===== config.mk =====
export PLATFORM = sky130hd
export DESIGN_NAME = xor_frame_receiver_flat
export DESIGN_NICKNAME = d
export VERILOG_FILES = /design/src/rtl/xfr_pkg.sv /design/src/rtl/xfr_stream_if.sv /design/src/rtl/xfr_in_stage.sv /design/src/rtl/xfr_parser.sv /design/src/rtl/xor_frame_receiver.sv /design/src/flat_wrapper.sv
export SDC_FILE = /design/constraint.sdc
export NUM_CORES = 1
export LEC_CHECK = 0
export BUFFER_PORTS_ARGS = -buffer_cell sky130_fd_sc_hd__buf_2
export CORE_MARGIN = 5
export CORE_UTILIZATION = 45
export DETAILED_ROUTE_END_ITERATION = 16
export GPL_TIMING_DRIVEN = 1
export HOLD_SLACK_MARGIN = 0.1
export PLACE_DENSITY_LB_ADDON = 0.25
export SKIP_LAST_GASP = 1
export SLEW_MARGIN = 20
export SYNTH_ARGS = -nofsm -noshare
export SYNTH_HDL_FRONTEND = slang
export SYNTH_SLANG_ARGS = --single-unit
export TNS_END_PERCENT = 5

===== constraint.sdc =====
create_clock -name clk_i -period 2.95 [get_ports clk_i]
set_clock_uncertainty 0.05 [all_clocks]
set_input_delay 0.295 -clock clk_i [delete_from_list [all_inputs] [get_ports clk_i]]
set_output_delay 0.295 -clock clk_i [all_outputs]
set_load 0.01 [all_outputs]

===== src/rtl/xfr_pkg.sv =====
// xfr_pkg: shared types and constants of the xor frame receiver
// depends on nothing; used by the interface, the stages and the top level

package xfr_pkg;

  // size of the downstream data buffer, caps the accepted frame length
  localparam logic [7:0] MaxDataLen = 8'd16;

  // configuration register indexes
  typedef enum logic [0:0] {
    CFG_START_BYTE = 1'b0,
    CFG_MAX_LENGTH = 1'b1
  } cfg_idx_e;

  typedef enum logic [0:0] {
    KIND_DATA = 1'b0,
    KIND_EOF  = 1'b1
  } kind_e;

  typedef enum logic [1:0] {
    STATUS_OK      = 2'd0,
    STATUS_CSUM    = 2'd1,
    STATUS_LEN_ERR = 2'd2
  } status_e;

  // parser states, one-hot
  typedef enum logic [5:0] {
    ST_IDLE     = 6'b000001,
    ST_COMMAND  = 6'b000010,
    ST_LENGTH   = 6'b000100,
    ST_DATA     = 6'b001000,
    ST_CHECKSUM = 6'b010000,
    ST_ABORT    = 6'b100000
  } parse_state_e;

  typedef struct packed {
    logic [7:0] rx_byte;
  } rx_item_t;

  typedef struct packed {
    kind_e      kind;
    logic [7:0] data_index;
    logic [7:0] data_byte;
    logic [7:0] frame_command;
    logic [7:0] frame_length;
    status_e    status;
  } result_t;

  // live configuration seen by the parser
  typedef struct packed {
    logic [7:0] start_byte;
    logic [7:0] max_length;
  } cfg_t;

endpackage


===== src/rtl/xfr_stream_if.sv =====
// xfr_stream_if: valid/ready channel with a typed payload
// depends on xfr_pkg for the default payload type

interface xfr_stream_if #(
  parameter type payload_t = xfr_pkg::rx_item_t
) ();

  logic     valid;
  logic     ready;
  payload_t payload;

  modport source (output valid, output payload, input ready);
  modport sink   (input valid, input payload, output ready);

endinterface


===== src/rtl/xfr_in_stage.sv =====
// xfr_in_stage: input register for received bytes, full rate while downstream is ready
// depends on xfr_pkg and xfr_stream_if

module xfr_in_stage (
  input  logic          clk_i,
  input  logic          rst_ni,
  xfr_stream_if.sink    up,
  xfr_stream_if.source  dn
);

  logic                valid_q;
  xfr_pkg::rx_item_t   item_q;

  assign up.ready   = !valid_q || dn.ready;
  assign dn.valid   = valid_q;
  assign dn.payload = item_q;

  always_ff @(posedge clk_i or negedge rst_ni) begin
    if (!rst_ni) begin
      valid_q <= 1'b0;
    end else if (up.ready) begin
      valid_q <= up.valid;
    end
  end

  always_ff @(posedge clk_i) begin
    if (up.valid && up.ready) begin
      item_q <= up.payload;
    end
  end

endmodule


===== src/rtl/xfr_parser.sv =====
// xfr_parser: frame state machine, running xor and result register
// depends on xfr_pkg and xfr_stream_if

module xfr_parser (
  input  logic          clk_i,
  input  logic          rst_ni,
  input  xfr_pkg::cfg_t cfg_i,
  xfr_stream_if.sink    in,
  xfr_stream_if.source  out
);

  xfr_pkg::parse_state_e state_q, state_d;
  logic [7:0]            xor_q, xor_d;
  logic [7:0]            count_q, count_d;
  logic [7:0]            cmd_q, cmd_d;
  logic [7:0]            len_q, len_d;

  logic                  out_valid_q;
  xfr_pkg::result_t      res_q, res_d;
  logic                  emit;
  logic                  fire;
  logic [7:0]            b;
  logic [7:0]            limit;
  logic [7:0]            count_inc;

  assign b         = in.payload.rx_byte;
  assign in.ready  = !out_valid_q || out.ready;
  assign fire      = in.valid && in.ready;
  assign limit     = (cfg_i.max_length > xfr_pkg::MaxDataLen) ? xfr_pkg::MaxDataLen
                                                              : cfg_i.max_length;
  assign count_inc = count_q + 8'd1;

  always_comb begin
    state_d = state_q;
    xor_d   = xor_q;
    count_d = count_q;
    cmd_d   = cmd_q;
    len_d   = len_q;
    emit    = 1'b0;
    res_d.kind       = xfr_pkg::KIND_EOF;
    res_d.data_index = 8'd0;
    res_d.data_byte  = 8'd0;
    res_d.status     = xfr_pkg::STATUS_OK;
    case (state_q)
      xfr_pkg::ST_COMMAND: begin
        cmd_d   = b;
        xor_d   = xor_q ^ b;
        state_d = xfr_pkg::ST_LENGTH;
      end
      xfr_pkg::ST_LENGTH: begin
        len_d   = b;
        xor_d   = xor_q ^ b;
        count_d = 8'd0;
        if (b > limit) begin
          state_d      = xfr_pkg::ST_ABORT;
          emit         = 1'b1;
          res_d.status = xfr_pkg::STATUS_LEN_ERR;
        end else if (b == 8'd0) begin
          state_d = xfr_pkg::ST_CHECKSUM;
        end else begin
          state_d = xfr_pkg::ST_DATA;
        end
      end
      xfr_pkg::ST_DATA: begin
        xor_d   = xor_q ^ b;
        count_d = count_inc;
        if (count_inc >= len_q) begin
          state_d = xfr_pkg::ST_CHECKSUM;
        end
        emit             = 1'b1;
        res_d.kind       = xfr_pkg::KIND_DATA;
        res_d.data_index = count_q;
        res_d.data_byte  = b;
      end
      xfr_pkg::ST_CHECKSUM: begin
        state_d      = xfr_pkg::ST_IDLE;
        emit         = 1'b1;
        res_d.status = (b == xor_q) ? xfr_pkg::STATUS_OK : xfr_pkg::STATUS_CSUM;
      end
      default: begin
        // idle, abort and stray codes hunt for a start byte
        if (b == cfg_i.start_byte) begin
          xor_d   = b;
          count_d = 8'd0;
          state_d = xfr_pkg::ST_COMMAND;
        end else if (state_q != xfr_pkg::ST_ABORT) begin
          state_d = xfr_pkg::ST_IDLE;
        end
      end
    endcase
    res_d.frame_command = cmd_d;
    res_d.frame_length  = len_d;
  end

  always_ff @(posedge clk_i or negedge rst_ni) begin
    if (!rst_ni) begin
      state_q     <= xfr_pkg::ST_IDLE;
      xor_q       <= 8'd0;
      count_q     <= 8'd0;
      cmd_q       <= 8'd0;
      len_q       <= 8'd0;
      out_valid_q <= 1'b0;
    end else begin
      if (fire) begin
        state_q     <= state_d;
        xor_q       <= xor_d;
        count_q     <= count_d;
        cmd_q       <= cmd_d;
        len_q       <= len_d;
        out_valid_q <= emit;
      end else if (out.ready) begin
        out_valid_q <= 1'b0;
      end
    end
  end

  always_ff @(posedge clk_i) begin
    if (fire && emit) begin
      res_q <= res_d;
    end
  end

  assign out.valid   = out_valid_q;
  assign out.payload = res_q;

endmodule


===== src/rtl/xor_frame_receiver.sv =====
// xor_frame_receiver: top level of the serial frame parser with xor checksum
// depends on xfr_pkg, xfr_stream_if, xfr_in_stage and xfr_parser

// channel  | dir | handshake            | payload
// ---------+-----+----------------------+--------------------------------------------
// rx       | in  | valid/ready          | rx_byte
// res      | out | valid/ready          | kind, data_index, data_byte, frame_command,
//          |     |                      | frame_length, status
// cfg      | in  | cfg_we_i, no ready   | cfg_idx_i selects start_byte or max_length
//
// one byte is taken every cycle while no stalled result holds the parser; a result passes
// through the input register, then the parser's result register
// bytes that give no result (start, command, accepted length, dropped bytes) still pass
// through the input register but leave the result register untouched
// a stalled result holds the parser; the input register still takes one more byte if empty
// reset clears state to idle, the running xor and counters, and loads the
// configuration defaults (start byte 0xaa, max length 16)

module xor_frame_receiver (
  input  logic         clk_i,
  input  logic         rst_ni,
  input  logic         cfg_we_i,
  input  logic [0:0]   cfg_idx_i,
  input  logic [7:0]   cfg_data_i,
  xfr_stream_if.sink   rx,
  xfr_stream_if.source res
);

  // configuration registers
  xfr_pkg::cfg_t cfg_q;

  always_ff @(posedge clk_i or negedge rst_ni) begin
    if (!rst_ni) begin
      cfg_q.start_byte <= 8'd170;
      cfg_q.max_length <= xfr_pkg::MaxDataLen;
    end else if (cfg_we_i) begin
      case (xfr_pkg::cfg_idx_e'(cfg_idx_i))
        xfr_pkg::CFG_START_BYTE: cfg_q.start_byte <= cfg_data_i;
        xfr_pkg::CFG_MAX_LENGTH: cfg_q.max_length <= cfg_data_i;
        default: ;
      endcase
    end
  end

  // registered byte between the input stage and the parser
  xfr_stream_if #(.payload_t(xfr_pkg::rx_item_t)) rx_q ();

  xfr_in_stage u_in_stage (
    .clk_i  (clk_i),
    .rst_ni (rst_ni),
    .up     (rx),
    .dn     (rx_q)
  );

  xfr_parser u_parser (
    .clk_i  (clk_i),
    .rst_ni (rst_ni),
    .cfg_i  (cfg_q),
    .in     (rx_q),
    .out    (res)
  );

endmodule


===== src/flat_wrapper.sv =====
// flat-port wrapper written by rule: the top's interface ports become plain ports
module xor_frame_receiver_flat 
  (clk_i, rst_ni, cfg_we_i, cfg_idx_i, cfg_data_i, rx_valid, rx_payload, rx_ready, res_valid, res_payload, res_ready);
  xfr_stream_if rx_i ();
  xfr_stream_if #(.payload_t(xfr_pkg::result_t)) res_i ();
  input  logic clk_i;
  input  logic rst_ni;
  input  logic cfg_we_i;
  input  logic [0:0] cfg_idx_i;
  input  logic [7:0] cfg_data_i;
  input wire logic [$bits(rx_i.valid)-1:0] rx_valid;
  input wire logic [$bits(rx_i.payload)-1:0] rx_payload;
  output wire logic [$bits(rx_i.ready)-1:0] rx_ready;
  output wire logic [$bits(res_i.valid)-1:0] res_valid;
  output wire logic [$bits(res_i.payload)-1:0] res_payload;
  input wire logic [$bits(res_i.ready)-1:0] res_ready;
  assign rx_i.valid = rx_valid;
  assign rx_i.payload = rx_payload;
  assign rx_ready = rx_i.ready;
  assign res_valid = res_i.valid;
  assign res_payload = res_i.payload;
  assign res_i.ready = res_ready;
  xor_frame_receiver u_core (.clk_i(clk_i), .rst_ni(rst_ni), .cfg_we_i(cfg_we_i), .cfg_idx_i(cfg_idx_i), .cfg_data_i(cfg_data_i), .rx(rx_i), .res(res_i));
endmodule

==> flow_summary.json, run 1 <==
{
  "final_antenna_net_count": 0,
  "status": "completed",
  "diodes": 0,
  "fin_crit_sh_pct": 93.58,
  "timing.final.crit_period_ns": 2.761,
  "synth_top_flop_cell": "dfrtp_1",
  "ys_types": 46,
  "initial_core_util_pct": 45.57,
  "r2r-end": "u_core.u_parser.out.payload[7]$_DFFE_PP_",
  "synth_xor_xnor_area_share_pct": 4.321,
  "final_util_pct": 53.74,
  "holdPathEnd": "u_core.cfg_q[3]$_DFFE_PN0P_",
  "htreeDepth": 3,
  "synth_seq_cells": 99,
  "gp_congestion": 0.7815,
  "drv_slew": 0,
  "die_x_um": 111.8,
  "rsz0062_at_grt": "true",
  "dp.cells": 580,
  "drt_iter0_markers": 116,
  "io_pins": 59,
  "die_h_um": 111.8,
  "grt_max_degree": 57,
  "dieArea_mm2": 0.01250,
  "gr-total-overflow": 0,
  "hpwl_um": 6593,
  "synth_compound_area_share_pct": 7.354,
  "via_count": 3134,
  "path_cells": "nor4_1, buf_4, nand2_1, ha_1, o211ai_1, a21oi_1, o31ai_1, o211ai_1, and2_4",
  "yosysWarnings": 0,
  "layout.nets": 505,
  "track_usage_pct": 15.47,
  "layout-drive-gt1-share_pct": 31.85,
  "maxSlewHeadroom_pct": 51.42,
  "yosys.area_share.simple_pct": 13.55,
  "cts.reportedPaths.clkPinSlew_ns": 0.09,
  "cp_top_family": "simple AND/OR/NAND/NOR gates",
  "worstPathMaxFanout": 35,
  "hp-class": "primary input to flip-flop",
  "cts.sink_count": 99,
  "power_leakage_nw": 2.451,
  "hold_viol": 0,
  "worst_pin_slew_ns": 0.7272,
  "core_mm2": 0.01023,
  "power.density_mw_per_mm2": 483.4,
  "port_buffers": 58,
  "cp-end-kind": "flip-flop",
  "async_flop_share_pct": 56.57,
  "crit_slowest_cell": "and2_4",
  "worstHoldPathCells": 2,
  "peakVddDrop_v": 0.0002931,
  "synth_cells": 385,
  "synth_edf_count": 43,
  "fmax_ghz": 0.3622,
  "synth_top_family_by_area": "simple AND/OR/NAND/NOR gates",
  "cts_tree": "yes",
  "max-clock-path-buffers": 2,
  "grt_pass1_vias": 3203,
  "worst-path-buf-inv": 1,
  "whs_ns": 0.1328,
  "ys_seq_area_share_pct": 57.92,
  "avgSynthCellArea_um2": 12.11,
  "cts-buffers-inserted": 9,
  "path_class": "flip-flop to flip-flop",
  "cts_root_buf": "clkbuf_8",
  "cpPeakStageDelay_ns": 0.46,
  "rrSetupSlack_ns": 0.19,
  "min_from": "cfg_data_i[3]",
  "synth.area.mux_share_pct": 9.662,
  "synth_area_mm2": 0.004662,
  "drt_wl_total_um": 9322,
  "grt_pass1_wl_um": 15620,
  "synth_adder_area_share_pct": 4.563,
  "worstPathRequired_ns": 2.91,
  "drt_first_pass_iters": 4,
  "drc": 0,
  "synthToLayoutAreaGrowth_pct": 17.93,
  "worstSkewPairLatency_ns": 0.36,
  "wl_per_cell_um": 15.36,
  "start_kind": "flip-flop",
  "grt_antenna_before_repair": 0,
  "ff2ff_path_depth": 9,
  "std_cell_rows": 37,
  "r2r_start": "u_core.cfg_q[6]$_DFFE_PN0P_",
  "via_per_inst": 5.163,
  "setup_viol": 0,
  "drv_cap": 0,
  "fin_setup_tns_ns": 0,
  "fin_cells": 607,
  "crit_top_cell": "o211ai_1",
  "cp.arrival_ns": 2.72
}
-- worst register-to-register path, cell delays in order, from the launching register on --
cell	delay, ns
dfrtp_1	0.38
nor4_1	0.38
buf_4	0.20
nand2_1	0.05
ha_1	0.31
o211ai_1	0.09
a21oi_1	0.13
o31ai_1	0.10
o211ai_1	0.23
and2_4	0.46
-- per-stage QoR --
step                      instance area [µm²]  setup slack, ns  power, W
after detailed placement                 5177         -0.08213  0.001828
final                                    5498           0.1894  0.002658
after global placement                   5177         0.006639  0.001819
after floorplan                          4671          0.09054  0.001731
after CTS                                5472           0.1331  0.002684
after global routing                     5498         -0.01551  0.002790
-- cells by family (layout without fill, tap and decap cells) --
logic type / after synthesis / after routing
AND/OR/NAND/NOR: 123 / 123
AO/OA/AOI/OAI: 54 / 54
buffers and inverters: 28 / 112
XOR/XNOR: 23 / 23
multiplexers: 40 / 40
flip-flops: 99 / 99
other: 1 / 3
adder cells (fa/ha/maj): 17 / 17
-- how the worst max path moves through the flow --
| stage | from | end | depth (start not counted) |
|---|---|---|---|
| 5_1_grt | u_core.u_parser.count_q[1]$_DFFE_PN0P_ | u_core.u_parser.state_q[5]$_DFFE_PN0P_ | 10 |
| 2_1_floorplan | u_core.cfg_q[6]$_DFFE_PN0P_ | u_core.u_parser.out.payload[0]$_DFFE_PP_ | 9 |
| 6_report | u_core.cfg_q[6]$_DFFE_PN0P_ | u_core.u_parser.out.payload[7]$_DFFE_PP_ | 9 |
| 4_1_cts | u_core.u_parser.count_q[0]$_DFFE_PN0P_ | u_core.u_parser.state_q[5]$_DFFE_PN0P_ | 10 |
| 3_5_place_dp | u_core.cfg_q[6]$_DFFE_PN0P_ | u_core.u_parser.out.payload[4]$_DFFE_PP_ | 9 |
| 3_3_place_gp | u_core.cfg_q[6]$_DFFE_PN0P_ | u_core.u_parser.out.payload[4]$_DFFE_PP_ | 9 |
-- timing repair --
item,CTS,global route
hold buffers,10,0
pin swaps,0,2
setup endpoints to repair,35,20
hold endpoints to repair,59,0
buffers inserted,0,1
gates resized for setup,1,5
-- Yosys cell counts (7+ instances only) --
master | number | share of area, %
dfrtp_1 | 50 | 27
edfxtp_1 | 43 | 28
nand2_1 | 42 | 3.4
mux2_2 | 39 | 9.4
xor2_1 | 20 | 3.8
o21ai_0 | 19 | 2.0
nor2_1 | 18 | 1.4
ha_1 | 17 | 4.6
clkbuf_1 | 14 | 1.1
a21oi_1 | 13 | 1.4
and2_1 | 13 | 1.7
inv_1 | 11 | 0.89
nor4_1 | 10 | 1.3
o22ai_1 | 8 | 1.1
nand2b_1 | 7 | 0.94
-- per-layer routing --
metal | up-vias | wire length (µm) | global-route usage [%]
li1 | 1530 | - | -
met1 | 1509 | 4147 | 20.15
met2 | 77 | 4466 | 25.22
met3 | 18 | 482 | 3.587
met4 | 0 | 226 | 5.758
met5 | - | 0 | 0
-- report_power, final --
part           total, W  switching, W  leakage [nW]  internal (W)
clock network  0.000848      0.000459        0.0966      0.000389
logic          0.000267      0.000139          1.22      0.000128
registers       0.00154     0.0000374          1.14       0.00150
-- layout make-up --
type / count / area, µm²
fillers: 895 / 4733
multi-input cells: 260 / 1873
inverters: 12 / 50.05
clock buffers: 9 / 123.9
repair buffers: 84 / 510.5
well taps: 136 / 170.2
flip-flops and latches: 99 / 2701
clock inverters: 7 / 68.82
-- flip-flops by register name (all words and copies together) (netlist names) --
signal,flops
u_core.u_parser.out.payload,35
u_core.cfg_q,16
u_core.u_in_stage.dn.payload,8
u_core.u_parser.cmd_q,8
u_core.u_parser.count_q,8
u_core.u_parser.len_q,8
u_core.u_parser.xor_q,8
u_core.u_parser.state_q,6
u_core.u_in_stage.dn.valid,1
u_core.u_parser.out.valid,1
-- cells in the final DEF (no fill, tap or decap), drive strengths merged, types with 9 or more instances in the layout --
cell,instances
a21oi,13
xor2,20
and2,18
nand2,42
nor2,19
buf,74
dlygate4sd3,10
nor4,10
edfxtp,43
ha,17
dfrtp,50
mux2,40
o21ai,19
clkbuf,9
inv,12
Power figures use the tool's default switching activity.
==> inputs of run 2 (changes only) <==
--- a/config.mk
+++ b/config.mk
@@ -6,12 +6,12 @@
 export NUM_CORES = 1
 export LEC_CHECK = 0
 export BUFFER_PORTS_ARGS = -buffer_cell sky130_fd_sc_hd__buf_2
-export CORE_MARGIN = 5
 export CORE_UTILIZATION = 45
 export DETAILED_ROUTE_END_ITERATION = 16
 export GPL_TIMING_DRIVEN = 1
 export HOLD_SLACK_MARGIN = 0.1
 export PLACE_DENSITY_LB_ADDON = 0.25
+export RECOVER_POWER = 25
 export SKIP_LAST_GASP = 1
 export SLEW_MARGIN = 20
 export SYNTH_ARGS = -nofsm -noshare
==> flow_summary.json, run 2 (same netlist as run 1, synthesis figures left out) <==
{
  "status": "completed",
  "port_buffers": 58,
  "max-clock-path-buffers": 2,
  "dieArea_mm2": 0.01077,
  "gr-total-overflow": 0,
  "track_usage_pct": 18.45,
  "hpwl_um": 6545,
  "die_h_um": 103.8,
  "power.density_mw_per_mm2": 498.0,
  "dp_slack_ns": -0.1423,
  "worstPathMaxFanout": 7,
  "io_pins": 59,
  "r2r-end": "u_core.u_parser.state_q[5]$_DFFE_PN0P_",
  "cts.sink_count": 99,
  "grt_pass1_vias": 3153,
  "via_per_inst": 5.153,
  "mostFrequentLayoutCells": "dfrtp_1, edfxtp_1, nand2_1",
  "std_cell_rows": 36,
  "hold_viol": 0,
  "htreeDepth": 3,
  "gp_congestion": 0.8341,
  "grt_pass1_wl_um": 15350,
  "grt_antenna_before_repair": 0,
  "drt_first_pass_iters": 4,
  "fmax_ghz": 0.3668,
  "rrSetupSlack_ns": 0.22,
  "drt_iter0_markers": 104,
  "ff2ff_path_depth": 10,
  "final_antenna_net_count": 0,
  "drt_wl_total_um": 9473,
  "drv_cap": 0,
  "grt_max_degree": 57,
  "wl_per_cell_um": 15.58,
  "initial_core_util_pct": 47.05,
  "drv_slew": 0,
  "worst_pin_slew_ns": 1.452,
  "peakVddDrop_v": 0.0002945,
  "setup_viol": 0,
  "path_class": "flip-flop to flip-flop",
  "timing.final.crit_period_ns": 2.726,
  "diodes": 0,
  "drc": 0,
  "power_leakage_nw": 2.387,
  "layout_commonest_cell": "dfrtp_1",
  "die_x_um": 103.8,
  "fin_setup_tns_ns": 0,
  "layout-drive-gt1-share_pct": 25.47,
  "worstSkewPairLatency_ns": 0.36,
  "cts-buffers-inserted": 9,
  "hp-class": "primary input to flip-flop",
  "r2r_start": "u_core.u_parser.count_q[0]$_DFFE_PN0P_",
  "final_util_pct": 55.42,
  "holdPathEnd": "u_core.cfg_q[1]$_DFFE_PN0P_",
  "min_from": "cfg_data_i[1]",
  "via_count": 3133,
  "cts_tree": "yes",
  "worstPathRequired_ns": 3.13,
  "cts_root_buf": "clkbuf_8",
  "maxSlewHeadroom_pct": 3.177,
  "largest_register_ffs": 35,
  "fin_crit_sh_pct": 92.42,
  "layout.nets": 509,
  "start_kind": "flip-flop",
  "whs_ns": 0.1360,
  "worstHoldPathCells": 2,
  "cp-end-kind": "flip-flop",
  "power_w": 0.002735,
  "setup_slack_ns": 0.2236,
  "rsz0062_at_grt": "true",
  "cp.arrival_ns": 2.91,
  "cts.reportedPaths.clkPinSlew_ns": 0.08,
  "synthToLayoutAreaGrowth_pct": 17.79,
  "core_mm2": 0.009910
}
## run 2: layout make-up
class | instances | area (µm²)
well taps | 133 | 166.4
clock inverters | 5 | 78.83
flip-flops and latches | 99 | 2700
fillers | 886 | 4418
repair buffers | 87 | 495.5
multi-input cells | 261 | 1869
clock buffers | 11 | 131.4
inverters | 12 | 50.05
## run 2: how the worst max path moves through the flow
stage	to	startpoint	slack [ns]
after CTS	u_core.u_parser.out.payload[23]$_SDFFCE_PN0P_	u_core.cfg_q[6]$_DFFE_PN0P_	0.08
after global routing	u_core.u_parser.state_q[5]$_DFFE_PN0P_	u_core.u_parser.count_q[0]$_DFFE_PN0P_	-0.02
after floorplan	u_core.u_parser.out.payload[0]$_DFFE_PP_	u_core.cfg_q[6]$_DFFE_PN0P_	0.09
final	u_core.u_parser.state_q[5]$_DFFE_PN0P_	u_core.u_parser.count_q[0]$_DFFE_PN0P_	0.22
after global placement	u_core.u_parser.out.payload[20]$_SDFFCE_PN0P_	u_core.cfg_q[6]$_DFFE_PN0P_	0.02
after detailed placement	u_core.u_parser.out.payload[28]$_SDFFCE_PN0P_	u_core.cfg_q[6]$_DFFE_PN0P_	-0.14
## run 2: timing repair
item	CTS	global route
hold buffers	10	0
endpoints found under the setup margin	35	36
pin swaps	0	1
setup buffers	0	0
endpoints found under the hold margin	59	0
cloned	0	1
gates resized for setup	1	2
## run 2: worst max-delay path, cell delays in order, from the launching register on
cell	delay, ns
dfrtp_1	0.45
ha_1	0.27
nand3_1	0.13
nor2_1	0.15
xor2_1	0.10
ha_1	0.32
nand4_1	0.10
nor3_1	0.41
o41ai_4	0.14
nor2_2	0.15
mux2_1	0.34
## run 2: where the power goes
part / switching (W) / internal (W) / total (W)
Sequential: 0.0000395 / 0.00151 / 0.00154
Clock: 0.000441 / 0.000476 / 0.000917
Combinational: 0.000143 / 0.000130 / 0.000273
Total: 0.000624 / 0.00211 / 0.00273
## run 2: metrics by stage
step                      cells  area (µm²)
final                       608        5492
after global routing        608        5492
after CTS                   607        5515
after detailed placement    581        5204
after global placement      581        5204
after floorplan             387        4671
## run 2: metal layers
| metal | share of wire, % | GRT usage (%) | up-vias | routed length (µm) |
|---|---|---|---|---|
| met5 | 0 | 0 | - | 0 |
| met3 | 4.3 | 2.454 | 22 | 404 |
| li1 | - | - | 1532 | - |
| met2 | 48 | 31.59 | 83 | 4579 |
| met1 | 45 | 23.37 | 1496 | 4255 |
| met4 | 2.5 | 8.265 | 0 | 234 |
